===== src/rtl/netpbm_header_parser_defines.svh =====
// assertion macros shared by the netpbm header parser
`ifndef NETPBM_HEADER_PARSER_DEFINES_SVH
`define NETPBM_HEADER_PARSER_DEFINES_SVH

// antecedent holds at an edge, consequent holds at the same edge
`define NHP_ASSERT_SAME(label, clk, rst_n, ante, cons, msg) \
  label: assert property (@(posedge clk) disable iff (!rst_n) (ante) |-> (cons)) \
    else $error(msg);

// antecedent holds at an edge, consequent holds at the next edge
`define NHP_ASSERT_NEXT(label, clk, rst_n, ante, cons, msg) \
  label: assert property (@(posedge clk) disable iff (!rst_n) (ante) |=> (cons)) \
    else $error(msg);

`endif


===== src/rtl/nhp_pkg.sv =====
`timescale 1ns / 1ps

package nhp_pkg;

  // field widths
  localparam int unsigned DIM_BITS  = 16;
  localparam int unsigned CNT_BITS  = 16;
  localparam int unsigned ROW_BITS  = 19;
  localparam int unsigned IMG_BITS  = 35;
  localparam logic [DIM_BITS-1:0] DIM_MAX = {DIM_BITS{1'b1}};
  localparam logic [CNT_BITS-1:0] CNT_MAX = {CNT_BITS{1'b1}};

  // characters of interest
  localparam logic [7:0] CH_P     = 8'h50;
  localparam logic [7:0] CH_ONE   = 8'h31;
  localparam logic [7:0] CH_SIX   = 8'h36;
  localparam logic [7:0] CH_ZERO  = 8'h30;
  localparam logic [7:0] CH_NINE  = 8'h39;
  localparam logic [7:0] CH_HASH  = 8'h23;
  localparam logic [7:0] CH_LF    = 8'h0A;
  localparam logic [7:0] CH_TAB   = 8'h09;
  localparam logic [7:0] CH_CR    = 8'h0D;
  localparam logic [7:0] CH_SPACE = 8'h20;

  // image type digits
  localparam logic [2:0] KIND_NONE  = 3'd0;
  localparam logic [2:0] KIND_PBM_A = 3'd1;
  localparam logic [2:0] KIND_PGM_A = 3'd2;
  localparam logic [2:0] KIND_PPM_A = 3'd3;
  localparam logic [2:0] KIND_PBM_B = 3'd4;
  localparam logic [2:0] KIND_PGM_B = 3'd5;
  localparam logic [2:0] KIND_PPM_B = 3'd6;

  localparam logic [DIM_BITS-1:0] RAW8_LIMIT = DIM_BITS'(256);

  typedef enum logic [1:0] {
    ST_OK      = 2'd0,
    ST_INVALID = 2'd1,
    ST_PARSE   = 2'd2
  } status_e;

  typedef enum logic [1:0] {
    PAL_BW   = 2'd0,
    PAL_GREY = 2'd1,
    PAL_RGB  = 2'd2
  } palette_e;

  typedef enum logic [1:0] {
    FMT_TEXT  = 2'd0,
    FMT_RAW1  = 2'd1,
    FMT_RAW8  = 2'd2,
    FMT_RAW16 = 2'd3
  } format_e;

  typedef enum logic [2:0] {
    PH_P      = 3'd0,
    PH_DIGIT  = 3'd1,
    PH_WIDTH  = 3'd2,
    PH_HEIGHT = 3'd3,
    PH_MAX    = 3'd4,
    PH_DONE   = 3'd5
  } phase_e;

  typedef struct packed {
    logic [7:0] byte_value;
    logic       first_byte;
    logic       last_byte;
  } byte_item_t;

  typedef struct packed {
    status_e             status;
    logic [2:0]          image_type;
    logic [DIM_BITS-1:0] width;
    logic [DIM_BITS-1:0] height;
    logic [DIM_BITS-1:0] max_sample;
    logic [1:0]          channels;
    palette_e            palette_kind;
    format_e             data_format;
    logic [ROW_BITS-1:0] row_bytes;
    logic [IMG_BITS-1:0] image_bytes;
    logic [CNT_BITS-1:0] header_length;
  } header_item_t;

  // parser result before layout: a full header or an error
  typedef struct packed {
    logic                hdr_ok;
    status_e             status;
    logic [2:0]          image_type;
    logic [DIM_BITS-1:0] width;
    logic [DIM_BITS-1:0] height;
    logic [DIM_BITS-1:0] max_sample;
    logic [CNT_BITS-1:0] header_length;
  } raw_result_t;

endpackage


===== src/rtl/nhp_parser.sv =====
`timescale 1ns / 1ps

module nhp_parser (
  input  logic                clk_i,
  input  logic                rst_ni,
  input  logic                in_valid_i,
  output logic                in_ready_o,
  input  nhp_pkg::byte_item_t in_item_i,
  output logic                raw_valid_o,
  input  logic                raw_ready_i,
  output nhp_pkg::raw_result_t raw_o
);
  import nhp_pkg::*;

  // input register
  logic       s0_valid_q, s0_valid_d;
  byte_item_t s0_item_q;

  // parser state
  phase_e              phase_q, phase_d;
  logic [2:0]          kind_q, kind_d;
  logic [DIM_BITS-1:0] acc_q, acc_d;
  logic                innum_q, innum_d;
  logic                incom_q, incom_d;
  logic [DIM_BITS-1:0] w_q, w_d;
  logic [DIM_BITS-1:0] h_q, h_d;
  logic [CNT_BITS-1:0] cnt_q, cnt_d;

  // result register
  logic        s1_valid_q, s1_valid_d;
  raw_result_t s1_raw_q;

  // state seen by this byte, after a restart
  phase_e              cur_phase;
  logic [2:0]          cur_kind;
  logic [DIM_BITS-1:0] cur_acc;
  logic                cur_innum;
  logic                cur_incom;
  logic [DIM_BITS-1:0] cur_w;
  logic [DIM_BITS-1:0] cur_h;
  logic [CNT_BITS-1:0] cur_cnt;

  logic [7:0]          c;
  logic                last;
  logic                is_dig;
  logic                is_sp;
  logic                bw;
  logic                proceed;
  logic [DIM_BITS+3:0] acc_ext;
  logic [DIM_BITS+3:0] acc_next;
  logic                ovf;
  logic                err;
  status_e             err_st;
  logic [2:0]          err_type;
  logic                hdr;
  logic [DIM_BITS-1:0] hdr_w, hdr_h, hdr_mx;
  logic                res_valid;
  raw_result_t         res;

  logic s1_ready;
  logic s0_fire;
  logic in_fire;

  // handshake between stages
  assign s1_ready   = !s1_valid_q || raw_ready_i;
  assign s0_fire    = s0_valid_q && (!res_valid || s1_ready);
  assign in_ready_o = !s0_valid_q || s0_fire;
  assign in_fire    = in_valid_i && in_ready_o;

  // byte classification and decimal accumulate
  always_comb begin
    c        = s0_item_q.byte_value;
    last     = s0_item_q.last_byte;
    is_dig   = (c >= CH_ZERO) && (c <= CH_NINE);
    is_sp    = (c == CH_SPACE) || ((c >= CH_TAB) && (c <= CH_CR));
    acc_ext  = {4'b0000, cur_acc};
    acc_next = (acc_ext << 3) + (acc_ext << 1) + {{DIM_BITS{1'b0}}, c[3:0]};
    ovf      = (acc_next[DIM_BITS+3:DIM_BITS] != 4'b0000);
  end

  // restart on the first byte of a file
  always_comb begin
    if (s0_item_q.first_byte) begin
      cur_phase = PH_P;
      cur_kind  = KIND_NONE;
      cur_acc   = '0;
      cur_innum = 1'b0;
      cur_incom = 1'b0;
      cur_w     = '0;
      cur_h     = '0;
      cur_cnt   = '0;
    end else begin
      cur_phase = phase_q;
      cur_kind  = kind_q;
      cur_acc   = acc_q;
      cur_innum = innum_q;
      cur_incom = incom_q;
      cur_w     = w_q;
      cur_h     = h_q;
      cur_cnt   = cnt_q;
    end
  end

  // next state and result for one byte
  always_comb begin
    phase_d  = cur_phase;
    kind_d   = cur_kind;
    acc_d    = cur_acc;
    innum_d  = cur_innum;
    incom_d  = cur_incom;
    w_d      = cur_w;
    h_d      = cur_h;
    err      = 1'b0;
    err_st   = ST_PARSE;
    err_type = cur_kind;
    hdr      = 1'b0;
    hdr_w    = cur_w;
    hdr_h    = cur_h;
    hdr_mx   = cur_acc;
    proceed  = 1'b0;
    bw       = (cur_kind == KIND_PBM_A) || (cur_kind == KIND_PBM_B);

    // header length saturates
    if (cur_phase == PH_DONE || cur_cnt == CNT_MAX) begin
      cnt_d = cur_cnt;
    end else begin
      cnt_d = cur_cnt + CNT_BITS'(1);
    end

    unique case (cur_phase)
      PH_DONE: begin
      end
      PH_P: begin
        err_st   = ST_INVALID;
        err_type = KIND_NONE;
        if (c != CH_P) begin
          err = 1'b1;
        end else begin
          phase_d = PH_DIGIT;
          err     = last;
        end
      end
      PH_DIGIT: begin
        err_st   = ST_INVALID;
        err_type = KIND_NONE;
        if (c < CH_ONE || c > CH_SIX || last) begin
          err = 1'b1;
        end else begin
          kind_d  = c[2:0];
          phase_d = PH_WIDTH;
        end
      end
      PH_WIDTH, PH_HEIGHT, PH_MAX: begin
        proceed = 1'b1;
        // a number in progress: extend it or close it
        if (cur_innum) begin
          if (is_dig) begin
            proceed = 1'b0;
            if (ovf) begin
              err = 1'b1;
            end else begin
              acc_d = acc_next[DIM_BITS-1:0];
              err   = last;
            end
          end else begin
            innum_d = 1'b0;
            if (cur_phase == PH_MAX) begin
              hdr     = 1'b1;
              proceed = 1'b0;
            end else if (cur_phase == PH_HEIGHT && bw) begin
              hdr     = 1'b1;
              hdr_h   = cur_acc;
              hdr_mx  = DIM_BITS'(1);
              proceed = 1'b0;
            end else if (cur_phase == PH_WIDTH) begin
              w_d     = cur_acc;
              phase_d = PH_HEIGHT;
            end else begin
              h_d     = cur_acc;
              phase_d = PH_MAX;
            end
          end
        end
        // whitespace, comments and number starts
        if (proceed) begin
          if (cur_incom) begin
            if (c == CH_LF) begin
              incom_d = 1'b0;
            end
          end else if (c == CH_HASH) begin
            incom_d = 1'b1;
          end else if (is_dig) begin
            innum_d = 1'b1;
            acc_d   = DIM_BITS'(c[3:0]);
          end else if (!is_sp) begin
            err = 1'b1;
          end
          if (last) begin
            err = 1'b1;
          end
        end
      end
      default: begin
      end
    endcase

    res_valid = err || hdr;
    if (res_valid) begin
      phase_d = PH_DONE;
    end

    res.hdr_ok        = hdr;
    res.status        = err ? err_st : ST_OK;
    res.image_type    = err ? err_type : cur_kind;
    res.width         = err ? '0 : hdr_w;
    res.height        = err ? '0 : hdr_h;
    res.max_sample    = err ? '0 : hdr_mx;
    res.header_length = cnt_d;
  end

  // input register
  always_comb begin
    if (in_fire) begin
      s0_valid_d = 1'b1;
    end else if (s0_fire) begin
      s0_valid_d = 1'b0;
    end else begin
      s0_valid_d = s0_valid_q;
    end
  end

  always_ff @(posedge clk_i or negedge rst_ni) begin
    if (!rst_ni) begin
      s0_valid_q <= 1'b0;
    end else begin
      s0_valid_q <= s0_valid_d;
    end
  end

  always_ff @(posedge clk_i) begin
    if (in_fire) begin
      s0_item_q <= in_item_i;
    end
  end

  // parser state advances once per transfer out of the input register
  always_ff @(posedge clk_i or negedge rst_ni) begin
    if (!rst_ni) begin
      phase_q <= PH_P;
      kind_q  <= KIND_NONE;
      acc_q   <= '0;
      innum_q <= 1'b0;
      incom_q <= 1'b0;
      w_q     <= '0;
      h_q     <= '0;
      cnt_q   <= '0;
    end else if (s0_fire) begin
      phase_q <= phase_d;
      kind_q  <= kind_d;
      acc_q   <= acc_d;
      innum_q <= innum_d;
      incom_q <= incom_d;
      w_q     <= w_d;
      h_q     <= h_d;
      cnt_q   <= cnt_d;
    end
  end

  // result register
  always_comb begin
    if (s0_fire && res_valid) begin
      s1_valid_d = 1'b1;
    end else if (raw_ready_i) begin
      s1_valid_d = 1'b0;
    end else begin
      s1_valid_d = s1_valid_q;
    end
  end

  always_ff @(posedge clk_i or negedge rst_ni) begin
    if (!rst_ni) begin
      s1_valid_q <= 1'b0;
    end else begin
      s1_valid_q <= s1_valid_d;
    end
  end

  always_ff @(posedge clk_i) begin
    if (s0_fire && res_valid) begin
      s1_raw_q <= res;
    end
  end

  assign raw_valid_o = s1_valid_q;
  assign raw_o       = s1_raw_q;

endmodule


===== src/rtl/nhp_layout.sv =====
`timescale 1ns / 1ps

module nhp_layout (
  input  logic                  clk_i,
  input  logic                  rst_ni,
  input  logic                  raw_valid_i,
  output logic                  raw_ready_o,
  input  nhp_pkg::raw_result_t  raw_i,
  output logic                  out_valid_o,
  input  logic                  out_ready_i,
  output nhp_pkg::header_item_t out_item_o
);
  import nhp_pkg::*;

  logic         out_valid_q, out_valid_d;
  header_item_t out_item_q;
  header_item_t item;
  logic         load;

  logic [2:0]          t;
  logic                rgb;
  logic [ROW_BITS-1:0] w_ext;
  logic [ROW_BITS-1:0] w_ch;
  logic [ROW_BITS-1:0] row;
  logic [IMG_BITS-1:0] img;

  assign raw_ready_o = !out_valid_q || out_ready_i;
  assign load        = raw_valid_i && raw_ready_o;

  // channel count, palette, format and byte counts
  always_comb begin
    t     = raw_i.image_type;
    rgb   = (t == KIND_PPM_A) || (t == KIND_PPM_B);
    w_ext = ROW_BITS'(raw_i.width);
    w_ch  = rgb ? ((w_ext << 1) + w_ext) : w_ext;

    item               = '0;
    item.status        = raw_i.status;
    item.image_type    = raw_i.image_type;
    item.header_length = raw_i.header_length;
    item.data_format   = FMT_TEXT;
    row                = '0;

    if (raw_i.hdr_ok) begin
      item.status     = (raw_i.width == '0 || raw_i.height == '0) ? ST_INVALID : ST_OK;
      item.width      = raw_i.width;
      item.height     = raw_i.height;
      item.max_sample = raw_i.max_sample;
      item.channels   = rgb ? 2'd3 : 2'd1;
      if (t == KIND_PBM_A || t == KIND_PBM_B) begin
        item.palette_kind = PAL_BW;
      end else if (rgb) begin
        item.palette_kind = PAL_RGB;
      end else begin
        item.palette_kind = PAL_GREY;
      end
      if (t <= KIND_PPM_A) begin
        item.data_format = FMT_TEXT;
      end else if (t == KIND_PBM_B) begin
        item.data_format = FMT_RAW1;
        row              = (w_ext + ROW_BITS'(7)) >> 3;
      end else if (raw_i.max_sample < RAW8_LIMIT) begin
        item.data_format = FMT_RAW8;
        row              = w_ch;
      end else begin
        item.data_format = FMT_RAW16;
        row              = w_ch << 1;
      end
    end

    img              = IMG_BITS'(row) * IMG_BITS'(raw_i.height);
    item.row_bytes   = row;
    item.image_bytes = img;
  end

  // output register
  always_comb begin
    if (load) begin
      out_valid_d = 1'b1;
    end else if (out_ready_i) begin
      out_valid_d = 1'b0;
    end else begin
      out_valid_d = out_valid_q;
    end
  end

  always_ff @(posedge clk_i or negedge rst_ni) begin
    if (!rst_ni) begin
      out_valid_q <= 1'b0;
    end else begin
      out_valid_q <= out_valid_d;
    end
  end

  always_ff @(posedge clk_i) begin
    if (load) begin
      out_item_q <= item;
    end
  end

  assign out_valid_o = out_valid_q;
  assign out_item_o  = out_item_q;

endmodule


===== src/rtl/netpbm_header_parser.sv =====
// Netpbm (PBM/PGM/PPM) header parser. Feed the file one byte per transfer, with
// first_byte set on the byte that opens a file and last_byte on the final byte of
// the buffer. The block takes one byte every cycle while it is not stalled and
// holds a small parse state (phase, type digit, running number, comment flag,
// saved width and height, byte count). When the header ends, or an error stops
// it, one result is presented on the output once the byte that caused it has
// passed the input register, the parse result register and then the layout
// register. The layout stage derives channels, palette, data format, row bytes
// and image bytes, with its one multiplier (row bytes times height) in that stage.
// After a result further bytes are ignored until the next first_byte. Up to two
// results can wait, one in the layout register and one in the parse result
// register; the input keeps flowing meanwhile and stalls only when a third byte
// that ends a header finds both still held.
`timescale 1ns / 1ps

`include "netpbm_header_parser_defines.svh"

module netpbm_header_parser (
  input  logic                  clk_i,
  input  logic                  rst_ni,
  input  logic                  in_valid_i,
  output logic                  in_ready_o,
  input  nhp_pkg::byte_item_t   in_item_i,
  output logic                  out_valid_o,
  input  logic                  out_ready_i,
  output nhp_pkg::header_item_t out_item_o
);
  import nhp_pkg::*;

  logic        raw_valid;
  logic        raw_ready;
  raw_result_t raw;

  // result side conditions used by the checks below
  logic out_ok;
  logic out_ok_shape;
  logic out_nokind;
  logic out_invalid;
  logic raw_stall;

  // byte parser
  nhp_parser u_parser (
    .clk_i       (clk_i),
    .rst_ni      (rst_ni),
    .in_valid_i  (in_valid_i),
    .in_ready_o  (in_ready_o),
    .in_item_i   (in_item_i),
    .raw_valid_o (raw_valid),
    .raw_ready_i (raw_ready),
    .raw_o       (raw)
  );

  // derived layout fields and output register
  nhp_layout u_layout (
    .clk_i       (clk_i),
    .rst_ni      (rst_ni),
    .raw_valid_i (raw_valid),
    .raw_ready_o (raw_ready),
    .raw_i       (raw),
    .out_valid_o (out_valid_o),
    .out_ready_i (out_ready_i),
    .out_item_o  (out_item_o)
  );

  assign out_ok       = out_valid_o && (out_item_o.status == ST_OK);
  assign out_ok_shape = (out_item_o.width != '0) && (out_item_o.height != '0)
                        && (out_item_o.channels != 2'd0);
  assign out_nokind   = out_valid_o && (out_item_o.image_type == KIND_NONE);
  assign out_invalid  = (out_item_o.status == ST_INVALID);
  assign raw_stall    = raw_valid && !raw_ready;

  // an ok header always has a nonzero size and channel count
  `NHP_ASSERT_SAME(a_ok_size, clk_i, rst_ni, out_ok, out_ok_shape, "ok header with zero size")
  // a bad magic is reported as an invalid file
  `NHP_ASSERT_SAME(a_magic_status, clk_i, rst_ni, out_nokind, out_invalid, "bad magic status")
  // a parse result waiting on the layout stage is held
  `NHP_ASSERT_NEXT(a_raw_hold, clk_i, rst_ni, raw_stall, raw_valid && $stable(raw), "result not held")

endmodule

===== config.mk =====
export PLATFORM = sky130hd
export DESIGN_NAME = netpbm_header_parser
export DESIGN_NICKNAME = d
export VERILOG_FILES = /design/src/rtl/nhp_pkg.sv /design/src/rtl/nhp_parser.sv /design/src/rtl/nhp_layout.sv /design/src/rtl/netpbm_header_parser.sv
export VERILOG_INCLUDE_DIRS = /design/src /design/src/rtl
export SDC_FILE = /design/constraint.sdc
export NUM_CORES = 1
export LEC_CHECK = 0
export BUFFER_PORTS_ARGS = -buffer_cell sky130_fd_sc_hd__buf_2
export CORE_ASPECT_RATIO = 0.5
export CORE_MARGIN = 2
export CORE_UTILIZATION = 63
export DETAILED_ROUTE_END_ITERATION = 16
export PLACE_DENSITY = 0.82
export SETUP_SLACK_MARGIN = 0.2
export SKIP_CTS_REPAIR_TIMING = 1
export SLEW_MARGIN = 20
export SYNTH_ARGS = -nofsm -noshare
export SYNTH_HDL_FRONTEND = slang
export SYNTH_SLANG_ARGS = --single-unit

===== constraint.sdc =====
create_clock -name clk_i -period 9.7 [get_ports clk_i]
set_input_delay 0.485 -clock clk_i [delete_from_list [all_inputs] [get_ports clk_i]]
set_output_delay 0.485 -clock clk_i [all_outputs]
set_load 0.05 [all_outputs]

==> results of run 1 <==
## area by class of cell
type                       instances  area [um^2]
clock buffer                      35          790
tap                              494          618
timing repair buffer             182         1010
fill                            2674        11300
multi-input combinational       1620        14300
sequential                       284         8150
inverter                         329         1230
clock inverter                    15          146
## sequential cells by signal, indices dropped and copies added, names as in the netlist
signal,flops
u_parser.last,1
u_layout.out_valid_o,1
u_parser.phase_q,3
u_parser.acc_q,16
u_parser.s0_valid_q,1
u_parser.cnt_q,16
u_parser.c,8
u_parser.innum_q,1
u_parser.incom_q,1
u_parser.h_q,16
u_parser.kind_q,3
u_parser.raw_valid_o,1
u_parser.s0_item_q,1
u_parser.raw_o,70
u_parser.w_q,16
u_layout.out_item_o,129
## power by group
part           internal (mW)  switching (mW)
logic                  0.544            1.33
clock network          0.614           0.513
registers               1.57           0.124
## kinds of logic (layout without fill, tap and decap cells)
group | count (synthesis) | in the layout
compound gates | 328 | 328
xor+xnor | 79 | 79
fa+ha+maj | 405 | 405
buf+inv | 429 | 561
flops | 284 | 284
mux | 37 | 37
simple gates | 771 | 771
## placed cells by master, fill, tap and decap left out, types with 78 or more instances in the layout
cell	synthesis	final
inv_1	327	327
fa_1	239	239
edfxtp_1	209	209
nand2_1	203	203
ha_1	166	166
and2_1	160	159
buf_2	15	144
nor2_1	139	137
a21oi_1	84	82
nand3_1	78	78
## metal layers
metal	global-route usage, %	up-vias	part of all wire [%]
met4	9.09	0	3.0
met2	50.2	920	47
met5	0	-	0
li1	-	8080	-
met3	5.40	155	9.5
met1	42.2	8700	40
## worst paths after layout
| kind | from | to | slack, ns | depth (start not counted) |
|---|---|---|---|---|
| setup / recovery | u_parser.raw_o[50] | u_layout.out_item_o[46] | 0.66 | 31 |
| hold / removal | in_item_i[1] | u_parser.s0_item_q[1] | 0.07 | 1 |
| setup reg to reg | u_parser.raw_o[50] | u_layout.out_item_o[46] | 0.66 | 31 |
| hold reg to reg | u_parser.raw_o[10] | u_layout.out_item_o[10] | 0.42 | 0 |
| max in group asynchronous | rst_ni | u_parser.acc_q[14] | 8.91 | 2 |
| min in group asynchronous | rst_ni | u_parser.cnt_q[12] | 0.14 | 2 |
==> flow_summary.yaml, run 1 <==
run_status:
  status: "finished, final reports clean"
floorplan:
  start_util_pct: 64.0
  ios: 145
  core_mm2: 0.0375
  die_area_mm2: 0.0397
  die_w_um: 280
  rows: 50
  die_h_um: 142
timing:
  fin_ws_ns: 0.664
  worst_pin_slew_ns: 1.07
  post-route-period-util_pct: 93.2
  setup_viol: 0
  max_freq_mhz: 111
  min_period_ns: 9.04
  holdWs_ns: 0.0677
  rsz0062_at_grt: "no"
  slew_headroom_pct: 28.2
  hold_viol: 0
  maxSlewViolCount: 0
  fin_worst_skew_ns: 0.0350
  setup_tns_ns: 0
drt:
  routedWlPerCell_um: 20.0
  dr.pass1.iters: 6
  num_vias: 17900
  wl_mm: 59.3
  vias_per_cell: 6.03
  drtIter0Drc: 1862
  route.detailed.drc: 0
  ant_nets: 0
synthesis:
  yosysTopAreaCellShare_pct: 26.2
  synth_most_common_cell: "inv_1"
  synth_top_flop_cell: "edfxtp_1"
  yosys.area_share.simple_pct: 16.5
  synthXorXnorAreaFrac_pct: 2.89
  ys_types: 90
  async_flop_share_pct: 26.4
  synthMuxAreaShare_pct: 1.65
  synthCells: 2333
  synth_top_family_by_area: "adder cells"
  ys_seq_area_share_pct: 34.0
  yosysWarnings: 0
  syn_area_mm2: 0.0240
  synth-compound-area-share_pct: 9.50
  synth_top_area_cell: "edfxtp_1"
  syn_nets: 2752
  ys_ff_latch: 284
  synth_commonest_cells: "inv_1, fa_1, edfxtp_1, nand2_1, ha_1"
  synthAdderAreaFrac_pct: 28.6
  synth-edff-count: 209
  avgSynthCellArea_um2: 10.3
  synth.area.top_cells: "edfxtp_1, fa_1, ha_1"
placed_design:
  detailedPlace.worstSlack_ns: 0.208
  gp_congestion: 0.945
  place_area_mm2: 0.0252
  hpwl_mm: 42.9
  placed_cells: 2909
  numPortBuffers: 144
cts:
  clk_latency_ns: 0.61
  htree_levels: 1
  cts_tree: "built"
  cts.sinks: 284
  cts.path.max_buffers: 3
  root_buffer: "clkbuf_16"
  cts_buffers: 27
  clkSlewWorstSetupHoldPaths_ns: 0.07
setup_path:
  critPathKind: "register to register"
  worstPathArrival_ns: 9.39
  cp_max_fo: 9
  startpoint_type: "register"
  cp_num_buf_inv: 5
  path_delay_family: "adder cells"
  crit_slowest_cell: "fa_1"
  crit_path_end_kind: "register"
  critPathRequiredTime_ns: 10.06
  crit_path_max_incr_delay_ns: 0.54
  cp_common_cell: "fa_1"
flow_run:
  maxCapViolations: 0
final_layout:
  design_area_mm2: 0.0262
  layout-drive-gt1-share_pct: 11.4
  antennaDiodeCount: 0
  fin_util_pct: 69.9
  area.growth.synth_to_final_pct: 9.28
  finalNonFillerCells: 2959
  nets: 2863
power_and_ir_drop:
  power_mw: 4.69
  powerDensity_mw_per_mm2: 179
  leakage_nw: 12.1
  peakVddDrop_mv: 0.146
global_route:
  grt_overflow: 0
  grt_pass1_wl_mm: 95.3
  grt_max_degree: 76
  grt_antenna_before_repair: 0
  grt_pass1_vias: 18000
  grtUsageTotal_pct: 30.6
hold_path:
  min_path_type: "primary input to register"
Note: power is estimated with default switching activity, not from simulation.
==> inputs of run 2 (changes only) <==
--- a/config.mk
+++ b/config.mk
@@ -7,14 +7,13 @@
 export NUM_CORES = 1
 export LEC_CHECK = 0
 export BUFFER_PORTS_ARGS = -buffer_cell sky130_fd_sc_hd__buf_2
-export CORE_ASPECT_RATIO = 0.5
+export CORE_ASPECT_RATIO = 1.1
 export CORE_MARGIN = 2
 export CORE_UTILIZATION = 63
 export DETAILED_ROUTE_END_ITERATION = 16
 export PLACE_DENSITY = 0.82
 export SETUP_SLACK_MARGIN = 0.2
 export SKIP_CTS_REPAIR_TIMING = 1
-export SLEW_MARGIN = 20
 export SYNTH_ARGS = -nofsm -noshare
 export SYNTH_HDL_FRONTEND = slang
 export SYNTH_SLANG_ARGS = --single-unit
==> flow_summary.yaml, run 2 (synthesis gave the netlist of run 1 again) <==
run_status:
  status: "finished, final reports clean"
setup_path:
  startpoint_type: "register"
  worstPathArrival_ns: 9.44
  cp_common_cell: "fa_1"
  crit_slowest_cell: "fa_1"
  r2r_slack_ns: 0.59
  critPathKind: "register to register"
  critPathRequiredTime_ns: 10.03
  cp_max_fo: 7
  critPathLaunch: "u_parser.raw_o[50]"
  crit_path_end_kind: "register"
  worstReg2RegStart: "u_parser.raw_o[50]"
  crit_path_max_incr_delay_ns: 0.58
drt:
  routedWlPerCell_um: 20.3
  vias_per_cell: 6.11
  dr.pass1.iters: 5
  num_vias: 18100
  ant_nets: 0
  drtIter0Drc: 1301
  wl_mm: 60.2
  route.detailed.drc: 0
global_route:
  grtUsageTotal_pct: 31.3
  grt_max_degree: 76
  grt_pass1_wl_mm: 97.7
  grt_pass1_vias: 19000
  grt_overflow: 0
  grt_antenna_before_repair: 1
placed_design:
  hpwl_mm: 44.2
  place_area_mm2: 0.0252
  gp_congestion: 1.03
  numPortBuffers: 144
  placed_cells: 2911
final_layout:
  final_common_cell: "inv_1"
  area.growth.synth_to_final_pct: 9.52
  largest_reg_flops: 129
  fin_util_pct: 70.4
  fill_cells: 2715
  design_area_mm2: 0.0263
  nets: 2868
  finalNonFillerCells: 2967
  layout_common_cells: "inv_1, fa_1, edfxtp_1"
  layout-drive-gt1-share_pct: 11.3
cts:
  cts.sinks: 284
  htree_levels: 1
  clk_latency_ns: 0.59
  cts.path.max_buffers: 3
  root_buffer: "clkbuf_16"
  cts_tree: "built"
  clkSlewWorstSetupHoldPaths_ns: 0.07
  cts_buffers: 29
timing:
  setup_tns_ns: 0
  min_period_ns: 9.11
  fin_worst_skew_ns: 0.0299
  max_freq_mhz: 110
  worst_pin_slew_ns: 1.08
  maxSlewViolCount: 0
  holdWs_ns: 0.0617
  rsz0062_at_grt: "no"
  slew_headroom_pct: 27.2
  setup_viol: 0
  post-route-period-util_pct: 93.9
  hold_viol: 0
floorplan:
  die_w_um: 190
  die_h_um: 209
  core_mm2: 0.0373
  start_util_pct: 64.3
  rows: 74
  die_area_mm2: 0.0396
  ios: 145
power_and_ir_drop:
  swShare_pct: 40.8
  peakVddDrop_mv: 0.171
  leakage_nw: 12.1
  p_seq_share_pct: 35.7
  power_frac_clock_pct: 24.9
  power_switching_mw: 1.93
  p_int_mw: 2.81
  powerDensity_mw_per_mm2: 181
  pwr-share-comb_pct: 39.3
hold_path:
  min_from: "in_item_i[7]"
  min_path_type: "primary input to register"
flow_run:
  maxCapViolations: 0
==> run 2: routing by layer <==
| metal | vias up | part of all wire [%] | GRT usage [%] |
|---|---|---|---|
| met1 | 8921 | 37 | 37.8 |
| li1 | 8080 | - | - |
| met4 | 0 | 5.8 | 16.8 |
| met3 | 239 | 7.5 | 5.04 |
| met2 | 879 | 50 | 53.7 |
| met5 | - | 0 | 0 |
==> run 2: path summary, 6_finish.rpt <==
kind	endpoint	depth (start not counted)
min in group asynchronous	u_parser.cnt_q[6]	2
max	u_layout.out_item_o[46]	31
min	u_parser.c[5]	1
max in group asynchronous	u_parser.acc_q[8]	2
max reg2reg	u_layout.out_item_o[46]	31
min reg2reg	u_layout.out_item_o[2]	0
==> run 2: critical path, delay by kind of cell (launching register included) <==
family	cells	cell delay (ns)
and+or+nand+nor	3	0.69
muxes	1	0.28
AOI/OAI and AO/OA	13	3.03
buffers and inverters	5	0.60
xor gates and xnor gates	1	0.08
adders and majority gates	8	3.73
DFF	1	0.43
==> run 2: final cells by class <==
class | count | area, um^2 | area share, %
well taps | 494 | 618 | 2.35
inverters | 329 | 1230 | 4.70
diodes | 1 | 2.50 | 0.00953
repair buffers | 185 | 1030 | 3.92
flip-flops and latches | 284 | 8150 | 31.0
clock buffers | 37 | 766 | 2.92
multi-input cells | 1620 | 14200 | 54.2
clock inverters | 17 | 231 | 0.881
==> run 2: through the flow <==
| step | worst slack, ns | power [mW] |
|---|---|---|
| after detailed placement | 0.372 | 3.56 |
| after floorplan | 1.29 | 3.08 |
| after global routing | 0.206 | 4.98 |
| after CTS | 0.358 | 4.75 |
| after global placement | 0.612 | 3.50 |
| final | 0.590 | 4.74 |
==> run 2: power by group through the flow <==
stage          sequential (mW)  clock (mW)  combinational (mW)
5_1_grt                   1.71        1.24                2.03
6_report                  1.69        1.18                1.87
4_1_cts                   1.69        1.20                1.86
3_5_place_dp              1.71           0                1.85
3_3_place_gp              1.71           0                1.79
2_1_floorplan             2.09           0               0.984
